**src/rtl/core/sarc_pkg.sv**
```systemverilog
// ----------------------------------------------------------------------------
// sarc_pkg
// Shared types and codes of the slot allocator with row compaction.
// ----------------------------------------------------------------------------
package sarc_pkg;

    localparam int MAX_SLOTS = 64;
    localparam int SLOT_W    = 6;
    localparam int CNT_W     = 7;

    // command codes
    localparam logic [2:0] CMD_RESET_ALL = 3'd0;
    localparam logic [2:0] CMD_RESERVE   = 3'd1;
    localparam logic [2:0] CMD_RELEASE   = 3'd2;
    localparam logic [2:0] CMD_COMPACT   = 3'd3;
    localparam logic [2:0] CMD_READ_ROW  = 3'd4;

    // status codes
    localparam logic [3:0] ST_OK        = 4'd0;
    localparam logic [3:0] ST_NONE_FREE = 4'd1;
    localparam logic [3:0] ST_SLOT_RNG  = 4'd2;
    localparam logic [3:0] ST_DBL_FREE  = 4'd3;
    localparam logic [3:0] ST_BATCH_RNG = 4'd4;
    localparam logic [3:0] ST_SIZE_MIS  = 4'd5;
    localparam logic [3:0] ST_TGT_RNG   = 4'd6;
    localparam logic [3:0] ST_DUP       = 4'd7;
    localparam logic [3:0] ST_HOLE      = 4'd8;
    localparam logic [3:0] ST_ROW_RNG   = 4'd9;

    // one accepted command, classified
    typedef struct packed {
        logic [2:0]        cmd;
        logic [CNT_W-1:0]  batch_size;
        logic [SLOT_W-1:0] slot;
        logic [6:0]        target_row;
        logic [CNT_W-1:0]  new_batch_size;
        logic              last_row;
        logic [SLOT_W-1:0] row;
        logic              reads_table;
    } t_item;

    // queue handshake between front and back
    typedef struct packed {
        logic  valid;
        t_item item;
    } t_queue_out;

endpackage

```
**src/rtl/core/sarc_front.sv**
```systemverilog
// ----------------------------------------------------------------------------
// sarc_front
// Accepts commands, classifies them and holds them in a two-entry queue.
// ----------------------------------------------------------------------------
module sarc_front (
    input  logic                  i_clk,
    input  logic                  i_rst_n,
    input  logic                  i_valid,
    output logic                  o_ready,
    input  sarc_pkg::t_item       i_item,
    output sarc_pkg::t_queue_out  o_queue,
    input  logic                  i_pop
);

    sarc_pkg::t_item r_mem [2];
    logic       r_wr_ptr;
    logic       r_rd_ptr;
    logic [1:0] r_count;
    logic       w_push;
    logic       w_pop;
    sarc_pkg::t_item w_cls;

    assign o_ready       = (r_count != 2'd2);
    assign w_push        = i_valid && o_ready;
    assign w_pop         = i_pop && (r_count != 2'd0);
    assign o_queue.valid = (r_count != 2'd0);
    assign o_queue.item  = r_mem[r_rd_ptr];

    // mark commands that need a table lookup
    always_comb begin
        w_cls = i_item;
        w_cls.reads_table = (i_item.cmd == sarc_pkg::CMD_COMPACT) ||
                            (i_item.cmd == sarc_pkg::CMD_READ_ROW);
    end

    // store payload
    always_ff @(posedge i_clk) begin
        if (w_push) begin
            r_mem[r_wr_ptr] <= w_cls;
        end
    end

    // advance pointers
    always_ff @(posedge i_clk) begin
        if (!i_rst_n) begin
            r_wr_ptr <= 1'b0;
            r_rd_ptr <= 1'b0;
            r_count  <= 2'd0;
        end else begin
            if (w_push) r_wr_ptr <= ~r_wr_ptr;
            if (w_pop)  r_rd_ptr <= ~r_rd_ptr;
            case ({w_push, w_pop})
                2'b10:   r_count <= r_count + 2'd1;
                2'b01:   r_count <= r_count - 2'd1;
                default: r_count <= r_count;
            endcase
        end
    end

endmodule

```
**src/rtl/core/sarc_back.sv**
```systemverilog
// ----------------------------------------------------------------------------
// sarc_back
// Executes commands on the free map and the two-bank row table.
// ----------------------------------------------------------------------------
module sarc_back (
    input  logic                 i_clk,
    input  logic                 i_rst_n,
    input  logic                 i_cfg_we,
    input  logic [6:0]           i_cfg_wdata,
    input  sarc_pkg::t_queue_out i_queue,
    output logic                 o_pop,
    output logic                 o_valid,
    input  logic                 i_ready,
    output logic [23:0]          o_data
);

    localparam int MS = sarc_pkg::MAX_SLOTS;
    localparam int CW = sarc_pkg::CNT_W;
    localparam int SW = sarc_pkg::SLOT_W;

    localparam logic S_IDLE = 1'b0;
    localparam logic S_EXEC = 1'b1;

    logic            r_state;
    sarc_pkg::t_item r_item;
    logic [CW-1:0]   r_cap;
    logic [MS-1:0]   r_map;
    logic [CW-1:0]   r_free_cnt;
    logic [CW-1:0]   r_active;
    logic            r_bank;
    logic [1:0]      r_ident;
    logic [MS-1:0]   r_filled;
    logic [CW-1:0]   r_idx;
    logic            r_failed;
    logic            r_recount;
    logic [CW-1:0]   r_rc_idx;
    logic [CW-1:0]   r_rc_acc;
    logic [SW-1:0]   r_mem [2*MS];
    logic [SW-1:0]   r_rdata;
    logic            r_out_valid;
    logic [23:0]     r_out_data;

    logic [CW-1:0]   w_ecap;
    logic [MS-1:0]   w_capmask;
    logic [MS-1:0]   w_avail;
    logic            w_any_free;
    logic [SW-1:0]   w_lowest;
    logic            w_out_can;
    logic            w_start;
    logic            w_done;
    logic [SW:0]     w_raddr;

    // results of executing the held item
    logic [3:0]      w_st;
    logic [SW-1:0]   w_slot_out;
    logic [MS-1:0]   w_map_n;
    logic [CW-1:0]   w_free_n;
    logic [CW-1:0]   w_active_n;
    logic            w_bank_n;
    logic [1:0]      w_ident_n;
    logic [MS-1:0]   w_filled_n;
    logic [CW-1:0]   w_idx_n;
    logic            w_failed_n;
    logic            w_wr;
    logic [SW-1:0]   w_src_slot;
    logic [MS-1:0]   w_hole_mask;

    assign w_ecap    = (r_cap > CW'(MS)) ? CW'(MS) : r_cap;
    assign w_out_can = !r_out_valid || i_ready;
    assign w_start   = (r_state == S_IDLE) && i_queue.valid && !r_recount;
    assign w_done    = (r_state == S_EXEC) && w_out_can;
    assign o_pop     = w_start;
    assign o_valid   = r_out_valid;
    assign o_data    = r_out_data;

    // capacity mask and lowest free slot
    always_comb begin
        for (int i = 0; i < MS; i++) begin
            w_capmask[i] = (CW'(i) < w_ecap);
        end
        w_avail    = r_map & w_capmask;
        w_any_free = |w_avail;
        w_lowest   = '0;
        for (int i = MS - 1; i >= 0; i--) begin
            if (w_avail[i]) w_lowest = SW'(i);
        end
    end

    // table read address for the item being started
    always_comb begin
        if (i_queue.item.cmd == sarc_pkg::CMD_COMPACT) begin
            w_raddr = {r_bank, r_idx[SW-1:0]};
        end else begin
            w_raddr = {r_bank, i_queue.item.row};
        end
    end

    // execute the held command
    always_comb begin
        w_st        = sarc_pkg::ST_OK;
        w_slot_out  = '0;
        w_map_n     = r_map;
        w_free_n    = r_free_cnt;
        w_active_n  = r_active;
        w_bank_n    = r_bank;
        w_ident_n   = r_ident;
        w_filled_n  = r_filled;
        w_idx_n     = r_idx;
        w_failed_n  = r_failed;
        w_wr        = 1'b0;
        w_src_slot  = r_ident[r_bank] ? r_idx[SW-1:0] : r_rdata;
        w_hole_mask = '0;
        case (r_item.cmd)
            sarc_pkg::CMD_RESET_ALL: begin
                if (r_item.batch_size > w_ecap) begin
                    w_st = sarc_pkg::ST_BATCH_RNG;
                end else begin
                    for (int i = 0; i < MS; i++) begin
                        w_map_n[i] = w_capmask[i] && (CW'(i) >= r_item.batch_size);
                    end
                    w_free_n           = w_ecap - r_item.batch_size;
                    w_active_n         = r_item.batch_size;
                    w_ident_n[r_bank]  = 1'b1;
                    w_failed_n         = 1'b0;
                    w_idx_n            = '0;
                    w_filled_n         = '0;
                end
            end
            sarc_pkg::CMD_RESERVE: begin
                if (!w_any_free) begin
                    w_st = sarc_pkg::ST_NONE_FREE;
                end else begin
                    w_map_n[w_lowest] = 1'b0;
                    w_free_n          = r_free_cnt - CW'(1);
                    w_slot_out        = w_lowest;
                end
            end
            sarc_pkg::CMD_RELEASE: begin
                if ({1'b0, r_item.slot} >= w_ecap) begin
                    w_st = sarc_pkg::ST_SLOT_RNG;
                end else if (r_map[r_item.slot]) begin
                    w_st = sarc_pkg::ST_DBL_FREE;
                end else begin
                    w_map_n[r_item.slot] = 1'b1;
                    w_free_n             = r_free_cnt + CW'(1);
                end
            end
            sarc_pkg::CMD_COMPACT: begin
                if (r_failed) begin
                    if (r_item.last_row) begin
                        w_failed_n = 1'b0;
                        w_idx_n    = '0;
                        w_filled_n = '0;
                    end
                end else begin
                    if (r_item.new_batch_size > r_active) begin
                        w_st = sarc_pkg::ST_BATCH_RNG;
                    end else if (r_idx >= r_active) begin
                        w_st = sarc_pkg::ST_SIZE_MIS;
                    end else begin
                        if (r_item.target_row[6]) begin
                            if ({1'b0, w_src_slot} >= w_ecap) begin
                                w_st = sarc_pkg::ST_SLOT_RNG;
                            end else if (r_map[w_src_slot]) begin
                                w_st = sarc_pkg::ST_DBL_FREE;
                            end else begin
                                w_map_n[w_src_slot] = 1'b1;
                                w_free_n            = r_free_cnt + CW'(1);
                            end
                        end else if (r_item.target_row >= r_item.new_batch_size) begin
                            w_st = sarc_pkg::ST_TGT_RNG;
                        end else if (r_filled[r_item.target_row[SW-1:0]]) begin
                            w_st = sarc_pkg::ST_DUP;
                        end else begin
                            w_wr                                   = 1'b1;
                            w_filled_n[r_item.target_row[SW-1:0]]  = 1'b1;
                            w_ident_n[~r_bank]                     = 1'b0;
                        end
                        if (w_st == sarc_pkg::ST_OK) w_idx_n = r_idx + CW'(1);
                    end
                    if (w_st == sarc_pkg::ST_OK && r_item.last_row) begin
                        for (int i = 0; i < MS; i++) begin
                            w_hole_mask[i] = (CW'(i) < r_item.new_batch_size);
                        end
                        if (w_idx_n != r_active) begin
                            w_st = sarc_pkg::ST_SIZE_MIS;
                        end else if ((w_hole_mask & ~w_filled_n) != '0) begin
                            w_st = sarc_pkg::ST_HOLE;
                        end
                        if (w_st == sarc_pkg::ST_OK) begin
                            w_bank_n   = ~r_bank;
                            w_active_n = r_item.new_batch_size;
                        end
                        w_idx_n    = '0;
                        w_filled_n = '0;
                    end else if (w_st != sarc_pkg::ST_OK) begin
                        w_idx_n    = '0;
                        w_filled_n = '0;
                        w_failed_n = !r_item.last_row;
                    end
                end
            end
            sarc_pkg::CMD_READ_ROW: begin
                if ({1'b0, r_item.row} >= r_active) begin
                    w_st = sarc_pkg::ST_ROW_RNG;
                end else begin
                    w_slot_out = r_ident[r_bank] ? r_item.row : r_rdata;
                end
            end
            default: begin
                w_st = sarc_pkg::ST_OK;
            end
        endcase
    end

    // row table: one read on start for items that use it, one write on execute when a row is mapped
    always_ff @(posedge i_clk) begin
        if (w_start && i_queue.item.reads_table) begin
            r_rdata <= r_mem[w_raddr];
        end
        if (w_done && w_wr) begin
            r_mem[{~r_bank, r_item.target_row[SW-1:0]}] <= w_src_slot;
        end
    end

    // hold the started item
    always_ff @(posedge i_clk) begin
        if (w_start) r_item <= i_queue.item;
    end

    // result register
    always_ff @(posedge i_clk) begin
        if (w_done) begin
            r_out_data <= {w_active_n, w_free_n, w_st,
                           (w_st == sarc_pkg::ST_OK) ? w_slot_out : SW'(0)};
        end
    end

    // control state, allocator state and free recount after a capacity write
    always_ff @(posedge i_clk) begin
        if (!i_rst_n) begin
            r_state     <= S_IDLE;
            r_cap       <= CW'(MS);
            r_map       <= '1;
            r_free_cnt  <= CW'(MS);
            r_active    <= '0;
            r_bank      <= 1'b0;
            r_ident     <= 2'b00;
            r_filled    <= '0;
            r_idx       <= '0;
            r_failed    <= 1'b0;
            r_recount   <= 1'b0;
            r_rc_idx    <= '0;
            r_rc_acc    <= '0;
            r_out_valid <= 1'b0;
        end else begin
            if (w_done) begin
                r_out_valid <= 1'b1;
            end else if (i_ready) begin
                r_out_valid <= 1'b0;
            end
            case (r_state)
                S_IDLE: begin
                    if (w_start) r_state <= S_EXEC;
                end
                S_EXEC: begin
                    if (w_done) begin
                        r_state    <= S_IDLE;
                        r_map      <= w_map_n;
                        r_free_cnt <= w_free_n;
                        r_active   <= w_active_n;
                        r_bank     <= w_bank_n;
                        r_ident    <= w_ident_n;
                        r_filled   <= w_filled_n;
                        r_idx      <= w_idx_n;
                        r_failed   <= w_failed_n;
                    end
                end
                default: r_state <= S_IDLE;
            endcase
            if (i_cfg_we) begin
                r_cap     <= i_cfg_wdata;
                r_recount <= 1'b1;
                r_rc_idx  <= '0;
                r_rc_acc  <= '0;
            end else if (r_recount) begin
                if (r_rc_idx == CW'(MS)) begin
                    r_recount  <= 1'b0;
                    r_free_cnt <= r_rc_acc;
                end else begin
                    r_rc_idx <= r_rc_idx + CW'(1);
                    if (w_avail[r_rc_idx[SW-1:0]]) r_rc_acc <= r_rc_acc + CW'(1);
                end
            end
        end
    end

    a_free_le_cap: assert property (@(posedge i_clk) disable iff (!i_rst_n)
        (!r_recount && !$past(i_cfg_we)) |-> (r_free_cnt <= w_ecap))
        else $error("free count above capacity");
    a_active_le_max: assert property (@(posedge i_clk) disable iff (!i_rst_n)
        r_active <= CW'(MS))
        else $error("active rows above maximum");
    a_exec_holds: assert property (@(posedge i_clk) disable iff (!i_rst_n)
        (r_state == S_EXEC && !w_out_can) |=> (r_state == S_EXEC))
        else $error("item left execute without a result slot");
    a_no_start_busy: assert property (@(posedge i_clk) disable iff (!i_rst_n)
        (r_state == S_EXEC) |-> !o_pop)
        else $error("queue popped while executing");

endmodule

```
**src/rtl/core/slot_allocator_with_row_compaction.sv**
```systemverilog
// ----------------------------------------------------------------------------
// slot_allocator_with_row_compaction
// Free-slot bitmap allocator with a two-bank row table and row compaction.
// ----------------------------------------------------------------------------
// The input transfer is written into the two-entry queue; the result is
// registered after the queue pop with table read and then the execute step.
// The back end takes no new item until it is through with the last one.
// After a capacity write the free count is recounted over all 64 slots, during
// which no item starts. Synchronous active-low reset frees all 64 slots,
// sets capacity 64, zeroes the active row count and clears queue and result.
module slot_allocator_with_row_compaction (
    input  logic        i_clk,
    input  logic        i_rst_n,
    input  logic        i_cfg_we,
    input  logic [6:0]  i_cfg_wdata,      // capacity
    input  logic        i_s_axis_tvalid,
    output logic        o_s_axis_tready,
    // [6:0] batch_size, [12:7] slot, [19:13] target_row, [26:20] new_batch_size,
    // [32:27] row
    input  logic [39:0] i_s_axis_tdata,
    input  logic        i_s_axis_tlast,   // last_row
    input  logic [2:0]  i_s_axis_tuser,   // [2:0] cmd
    output logic        o_m_axis_tvalid,
    input  logic        i_m_axis_tready,
    // [5:0] slot_out, [9:6] status, [16:10] free_count, [23:17] active_rows
    output logic [23:0] o_m_axis_tdata
);

    sarc_pkg::t_item      w_in_item;
    sarc_pkg::t_queue_out w_queue;
    logic                 w_pop;

    // unpack input transfer
    always_comb begin
        w_in_item.cmd            = i_s_axis_tuser;
        w_in_item.batch_size     = i_s_axis_tdata[6:0];
        w_in_item.slot           = i_s_axis_tdata[12:7];
        w_in_item.target_row     = i_s_axis_tdata[19:13];
        w_in_item.new_batch_size = i_s_axis_tdata[26:20];
        w_in_item.row            = i_s_axis_tdata[32:27];
        w_in_item.last_row       = i_s_axis_tlast;
        w_in_item.reads_table    = 1'b0;
    end

    sarc_front u_front (
        .i_clk   (i_clk),
        .i_rst_n (i_rst_n),
        .i_valid (i_s_axis_tvalid),
        .o_ready (o_s_axis_tready),
        .i_item  (w_in_item),
        .o_queue (w_queue),
        .i_pop   (w_pop)
    );

    sarc_back u_back (
        .i_clk       (i_clk),
        .i_rst_n     (i_rst_n),
        .i_cfg_we    (i_cfg_we),
        .i_cfg_wdata (i_cfg_wdata),
        .i_queue     (w_queue),
        .o_pop       (w_pop),
        .o_valid     (o_m_axis_tvalid),
        .i_ready     (i_m_axis_tready),
        .o_data      (o_m_axis_tdata)
    );

endmodule

```
**config.mk**
```make
export PLATFORM = sky130hd
export DESIGN_NAME = slot_allocator_with_row_compaction
export DESIGN_NICKNAME = d
export VERILOG_FILES = /design/src/rtl/core/sarc_pkg.sv /design/src/rtl/core/sarc_front.sv /design/src/rtl/core/sarc_back.sv /design/src/rtl/core/slot_allocator_with_row_compaction.sv
export SDC_FILE = /design/constraint.sdc
export NUM_CORES = 2
export LEC_CHECK = 0
export BUFFER_PORTS_ARGS = -buffer_cell sky130_fd_sc_hd__clkbuf_2
export CAP_MARGIN = 10
export CORE_MARGIN = 4
export CORE_UTILIZATION = 30
export DETAILED_ROUTE_END_ITERATION = 8
export GPL_TIMING_DRIVEN = 0
export SLEW_MARGIN = 20
export SYNTH_ARGS = -nofsm -noshare
export SYNTH_HDL_FRONTEND = slang
export SYNTH_HIERARCHICAL = 1
export SYNTH_SLANG_ARGS = --single-unit
```
**constraint.sdc**
```tcl
create_clock -name i_clk -period 9.1 [get_ports i_clk]
set_input_delay 0 -clock i_clk [delete_from_list [all_inputs] [get_ports i_clk]]
set_output_delay 0 -clock i_clk [all_outputs]
set_load 0.01 [all_outputs]
```
# Word-level counts from Yosys, hierarchy flattened
# Memory sizes are Yosys's and may differ from the RTL's. A register that Yosys moved wholly into a read port is not among the register bits.
# Index checks and enable logic that the tools add are counted.
# word_totals
reg_bits,242
ramBits,844
out_inout_bits,26
memories,2
# op_classes
n_addsub,8
order_cmp,213
eq_ne,26
mux,211
n_bitwise,18
n_reduce_logical,105
# memory_table
name,words,word_bits,read_ports,rd_ports_with_merged_regs,wr,line_no,text
u_back.r_mem,128,6,1,1,1,sarc_back.sv:38,logic [SW-1:0] r_mem [2*MS];
u_front.r_mem,2,38,1,1,1,sarc_front.sv:15,sarc_pkg::t_item r_mem [2];
# ops
op,count
$mux 64,22
$lt 6x7->1 const A,64
$mux 6,69
$pmux 64 s4,1
$ge 6x7->1 const A,32
$lt 5x7->1 const A,32
$mux 7,30
$and 64x64->64,3
$or 64x64->64,3
$not 64->64,2
$pmux 64 s2,1
$ge 5x7->1 const A,16
$lt 4x7->1 const A,16
$mux 4,20
$logic_and 1x1->1,78
$reduce_bool 64->1,1
$reduce_or 64->1,1
$ge 4x7->1 const A,8
$lt 3x7->1 const A,8
$mux 1,38
$lt 6x7->1 const B,5
$add 7x1->7 const B,4
$ge 3x7->1 const A,4
$lt 1x7->1 const A,4
other kinds (53),119

# Depth between registers and ports, before layout
# logic_depth
ltp_word,76
depth_mapped,20

# By module
# The synthesis kept the hierarchy.
# by_module_without_submodules
mod,instances,cells_each,area_each_um2,seq_area_each_um2
sarc_back,1,5033,52278.9,28617.4
sarc_front,1,146,2986.6,2382.3
slot_allocator_with_row_compaction,1,1,3.8,0.0

# Worst setup path before layout
# Ideal clock, no wire load.
# synth_path
kind,reg-to-reg
from,reg u_back.r_bank
to,"reg u_back.r_out_data[17], in the netlist u_back/o_data[17] (data pin)"
setup_ns,0.269
arrival_time_ns,5.202
slack_ns,3.629
stages_incl_launch_ff,15
path_buffers,3
cell_sequence,dfxtp_1 mux2i_4 mux2_2 buf_1 nand2_1 a32o_1 o31a_1 a21oi_1 a21oi_2 o2111ai_1 or2_1 buf_2 or2_1 clkbuf_1 o211ai_1
# synth_via
elab_chain_cells,28
word_cells_on_any_way,36
classes_between,order compare (1); eq/ne (1); mux (30); reduce/logical (4)
# synth_rtl
item,line_no,text
start: declaration,sarc_back.sv:30,logic r_bank;
start signal: assignment,sarc_back.sv:272,r_bank <= w_bank_n;
$mux 1 (implied by the code) * (2 in a row),sarc_back.sv:111,w_src_slot = r_ident[r_bank] ? r_idx[SW-1:0] : r_rdata;
$mux 6 *,sarc_back.sv:111,
named net u_back.w_src_slot[0],sarc_back.sv:65,logic [SW-1:0] w_src_slot;
$bmux 1 s6,sarc_back.sv:164,end else if (r_map[w_src_slot]) begin
$mux 1 (implied by the code),sarc_back.sv:164,
$mux 2,sarc_back.sv:164,
$mux 4 *,sarc_back.sv:162,"if ({1'b0, w_src_slot} >= w_ecap) begin"
$mux 4 *,sarc_back.sv:161,if (r_item.target_row[6]) begin
[... 13 more ...],n/a,
$mux 4,sarc_back.sv:149,if (r_failed) begin
$mux 4,sarc_back.sv:113,case (r_item.cmd)
$logic_not 4->1,sarc_back.sv:190,if (w_st == sarc_pkg::ST_OK) begin
$mux 7,sarc_back.sv:190,
$mux 7 *,sarc_back.sv:181,if (w_st == sarc_pkg::ST_OK && r_item.last_row) begin
$mux 7 *,sarc_back.sv:149,
$pmux 7 s2 *,sarc_back.sv:113,
named net u_back.w_active_n[0],sarc_back.sv:58,logic [CW-1:0] w_active_n;
end signal: assignment,sarc_back.sv:234,"r_out_data <= {w_active_n, w_free_n, w_st,"
end: declaration,sarc_back.sv:41,logic [23:0] r_out_data;
# The timed path passes the listed nets; every way through them passes the cells marked *. The select of a mux whose other input is x is not followed.
# A chain may end at the register's enable or synchronous reset.

# Final worst setup path
# layout_path
from,reg u_back/r_item[10] in the netlist's numbering
to,mem u_back/r_mem[98][0] in the netlist's numbering (enable)
# layout_via
elab_chain_cells,10
word_cells_on_any_way,11
classes_between,order compare (2); mux (8); reduce/logical (1)
# layout_rtl
item,line_no,text
start: declaration,sarc_back.sv:25,sarc_pkg::t_item r_item;
start signal: assignment,sarc_back.sv:228,if (w_start) r_item <= i_queue.item;
$ge 7x7->1,sarc_back.sv:170,end else if (r_item.target_row >= r_item.new_batch_size) begin
$mux 1,sarc_back.sv:170,
$mux 1,sarc_back.sv:161,
$mux 1,sarc_back.sv:158,end else if (r_idx >= r_active) begin
$mux 1 *,sarc_back.sv:156,if (r_item.new_batch_size > r_active) begin
$mux 1 *,sarc_back.sv:149,
$mux 1 *,sarc_back.sv:113,
$logic_and 1x1->1 *,sarc_back.sv:221,if (w_done && w_wr) begin
$mux 1 *,sarc_back.sv:221,
$mux 1 (implied by the code) *,sarc_back.sv:222,"r_mem[{~r_bank, r_item.target_row[SW-1:0]}] <= w_src_slot;"
end: declaration,sarc_back.sv:38,
# Mark *: on every way between the ends. The rest lies on a longest branch, timed or not.

==> results_dict.tcl <==
set metrics [dict create \
    min_period_over_period 0.817 \
    met1_usage 0.302 \
    cts_setup_buffers 0 \
    coreArea_um2 183000 \
    fp.dieW_um 437 \
    worstPathArrival_ns 7.81 \
    nets 5582 \
    cts_buffer_depth 3 \
    drv_slew 0 \
    grt_util_met3 0.0512 \
    skew_ns 0.0329 \
    clock-sinks 1093 \
    relSlewSlack 0.102 \
    power_mw 17.6 \
    drc_errors 0 \
    wl_per_cell_um 29.9 \
    routed_wl_um 240000 \
    max_freq_mhz 135 \
    numCtsBuffers 117 \
    ir_drop_uv 157 \
    dp.cells 7742 \
    finalSetupViolCount 0 \
    gr-usage-met2 0.383 \
    via_per_inst 5.97 \
    dp_hpwl_um 177000 \
    required_ns 9.47 \
    final_core_util 0.349 \
    startpoint_type "register" \
    syn_inst 5179 \
    final.setup.tns_ns 0 \
    clkPwrFrac 0.263 \
    clock_latency_ns 0.77 \
    start_util 0.302 \
    grt_pass1_wl_um 335000 \
    antenna_left 0 \
    drtIter0Drc 6424 \
    layout_common_cells "edfxtp_1 (911), nand2_1 (640), nor2_1 (444)" \
    root_buffer "clkbuf_16" \
    rows 157 \
    crit_path_end_kind "register" \
    place_congestion 1.04 \
    vias 47983 \
    max-cap-violations 0 \
    cts_max_level 3 \
    globalRoute.busiestLayer "met2" \
    instances_no_fill 8034 \
    cts_tree "built" \
    crit_top_cell "clkbuf_1" \
    die_h_um 437 \
    yosysWarningCount 6 \
    antenna_found_initial 12 \
    max_stage_delay_ns 0.83 \
    cp_slowest_cell "nand2_1" \
    status "finished clean" \
    reg2reg_depth 13 \
    worst_pin_slew_ns 1.34 \
    p_seq_frac 0.361 \
    syn_to_final_growth_pct 15.5 \
    rsz0062_at_grt "false" \
    grt_util_all_layers 0.240 \
    io_pins 82 \
    p_sw_mw 7.27 \
    first_pass_iters 9 \
    post-route-min-period_ns 7.43 \
    synth_area_um2 55300 \
    p_leak_nw 20.4 \
    die_area_um2 191000 \
    layout-drive-gt1-share 0.0905 \
    syn_avg_cell_area_um2 10.7 \
    min_path_type "in2reg" \
    gr-total-overflow 0 \
    combPwrFrac 0.376 \
    path_cells "clkbuf_1 > clkbuf_1 > inv_1 > ha_1 > a211oi_1 > o21ai_1 > a2111oi_2 > nand3_1 > clkbuf_1 > nor3_1 > nand2_1 > clkbuf_2 > nor2_1" \
    crit_fanout 10 \
    layout_commonest_cell "edfxtp_1" \
    synth_fp_nets 5289 \
    portBuffers 74 \
    switching_share 0.412 \
    power.density_nw_per_um2 276 \
    hold_viol_final 0 \
    holdWs_ns 0.0423 \
    clk_pin_slew_ns 0.06 \
    grt_max_degree 83 \
    fill_cells 18443 \
    hold_depth 2 \
    intPower_mw 10.4 \
    grt_pass1_vias 45522 \
    path_class "reg2reg" \
]
[critical path, delay by kind of cell (launching register included)]
family | cells | cell delay, ns
buffers and inverters | 5 | 2.50
AO/OA/AOI/OAI | 3 | 0.87
AND/OR/NAND/NOR | 4 | 2.74
flip-flops | 1 | 0.48
adder cells (fa/ha/maj) | 1 | 0.42
[what timing repair did]
item / in CTS / in global routing
endpoints found under the setup margin: 0 / 0
hold buffers: 74 / 0
gates resized for setup: 0 / 0
endpoints found under the hold margin: 118 / 0
[state kept, by name, summed over array words and instances, names as in the netlist, 24 cells and up, named ones only]
register,count
u_back/r_item,37
u_back/r_mem,768
u_back/o_data,24
u_front/r_mem,76
u_back/r_map,64
u_back/r_filled,64
[power groups by stage]
stage	registers (mW)	logic (mW)	clock network (mW)
after floorplan	6.33	3.56	0
after global placement	6.59	6.17	0
after detailed placement	6.45	6.39	0
after CTS	6.34	6.44	4.72
after global routing	6.36	6.90	4.92
final	6.36	6.64	4.63
[stage by stage]
step | cell area, um^2 | worst slack (ns)
final | 63800 | 1.67
after global routing | 63800 | 1.35
after CTS | 63800 | 1.81
after detailed placement | 59300 | 1.90
after global placement | 58700 | -1.13
after floorplan | 55300 | 3.63
[cell type report]
| type | count | area, um^2 | share of cell area |
|---|---|---|---|
| timing repair buffer | 174 | 1590 | 0.0249 |
| clock inverter | 66 | 577 | 0.00904 |
| sequential | 1093 | 31000 | 0.486 |
| buffer | 417 | 1690 | 0.0264 |
| multi-input combinational | 3584 | 22400 | 0.351 |
| tap | 2464 | 3080 | 0.0483 |
| antenna | 2 | 5.00 | 0.0000784 |
| clock buffer | 149 | 3110 | 0.0487 |
| inverter | 85 | 339 | 0.00531 |
[per-layer routing]
layer  wire length (um)  part of all wire
met2             109000              0.45
met5                 27           0.00011
met4              16600             0.069
met1              92200              0.38
met3              22600             0.094
[worst paths after layout]
kind / startpoint / endpoint / slack [ns]
worst max register to register: u_back/r_item[10] / u_back/r_mem[98][0] / 1.67
worst min register to register: u_front/r_count[1] / u_front/r_count[1] / 0.53
worst max-delay path: u_back/r_item[10] / u_back/r_mem[98][0] / 1.67
worst min-delay path: i_s_axis_tdata[7] / u_front/r_mem[1][22] / 0.04
No activity file was read; power rests on OpenSTA's default activity.
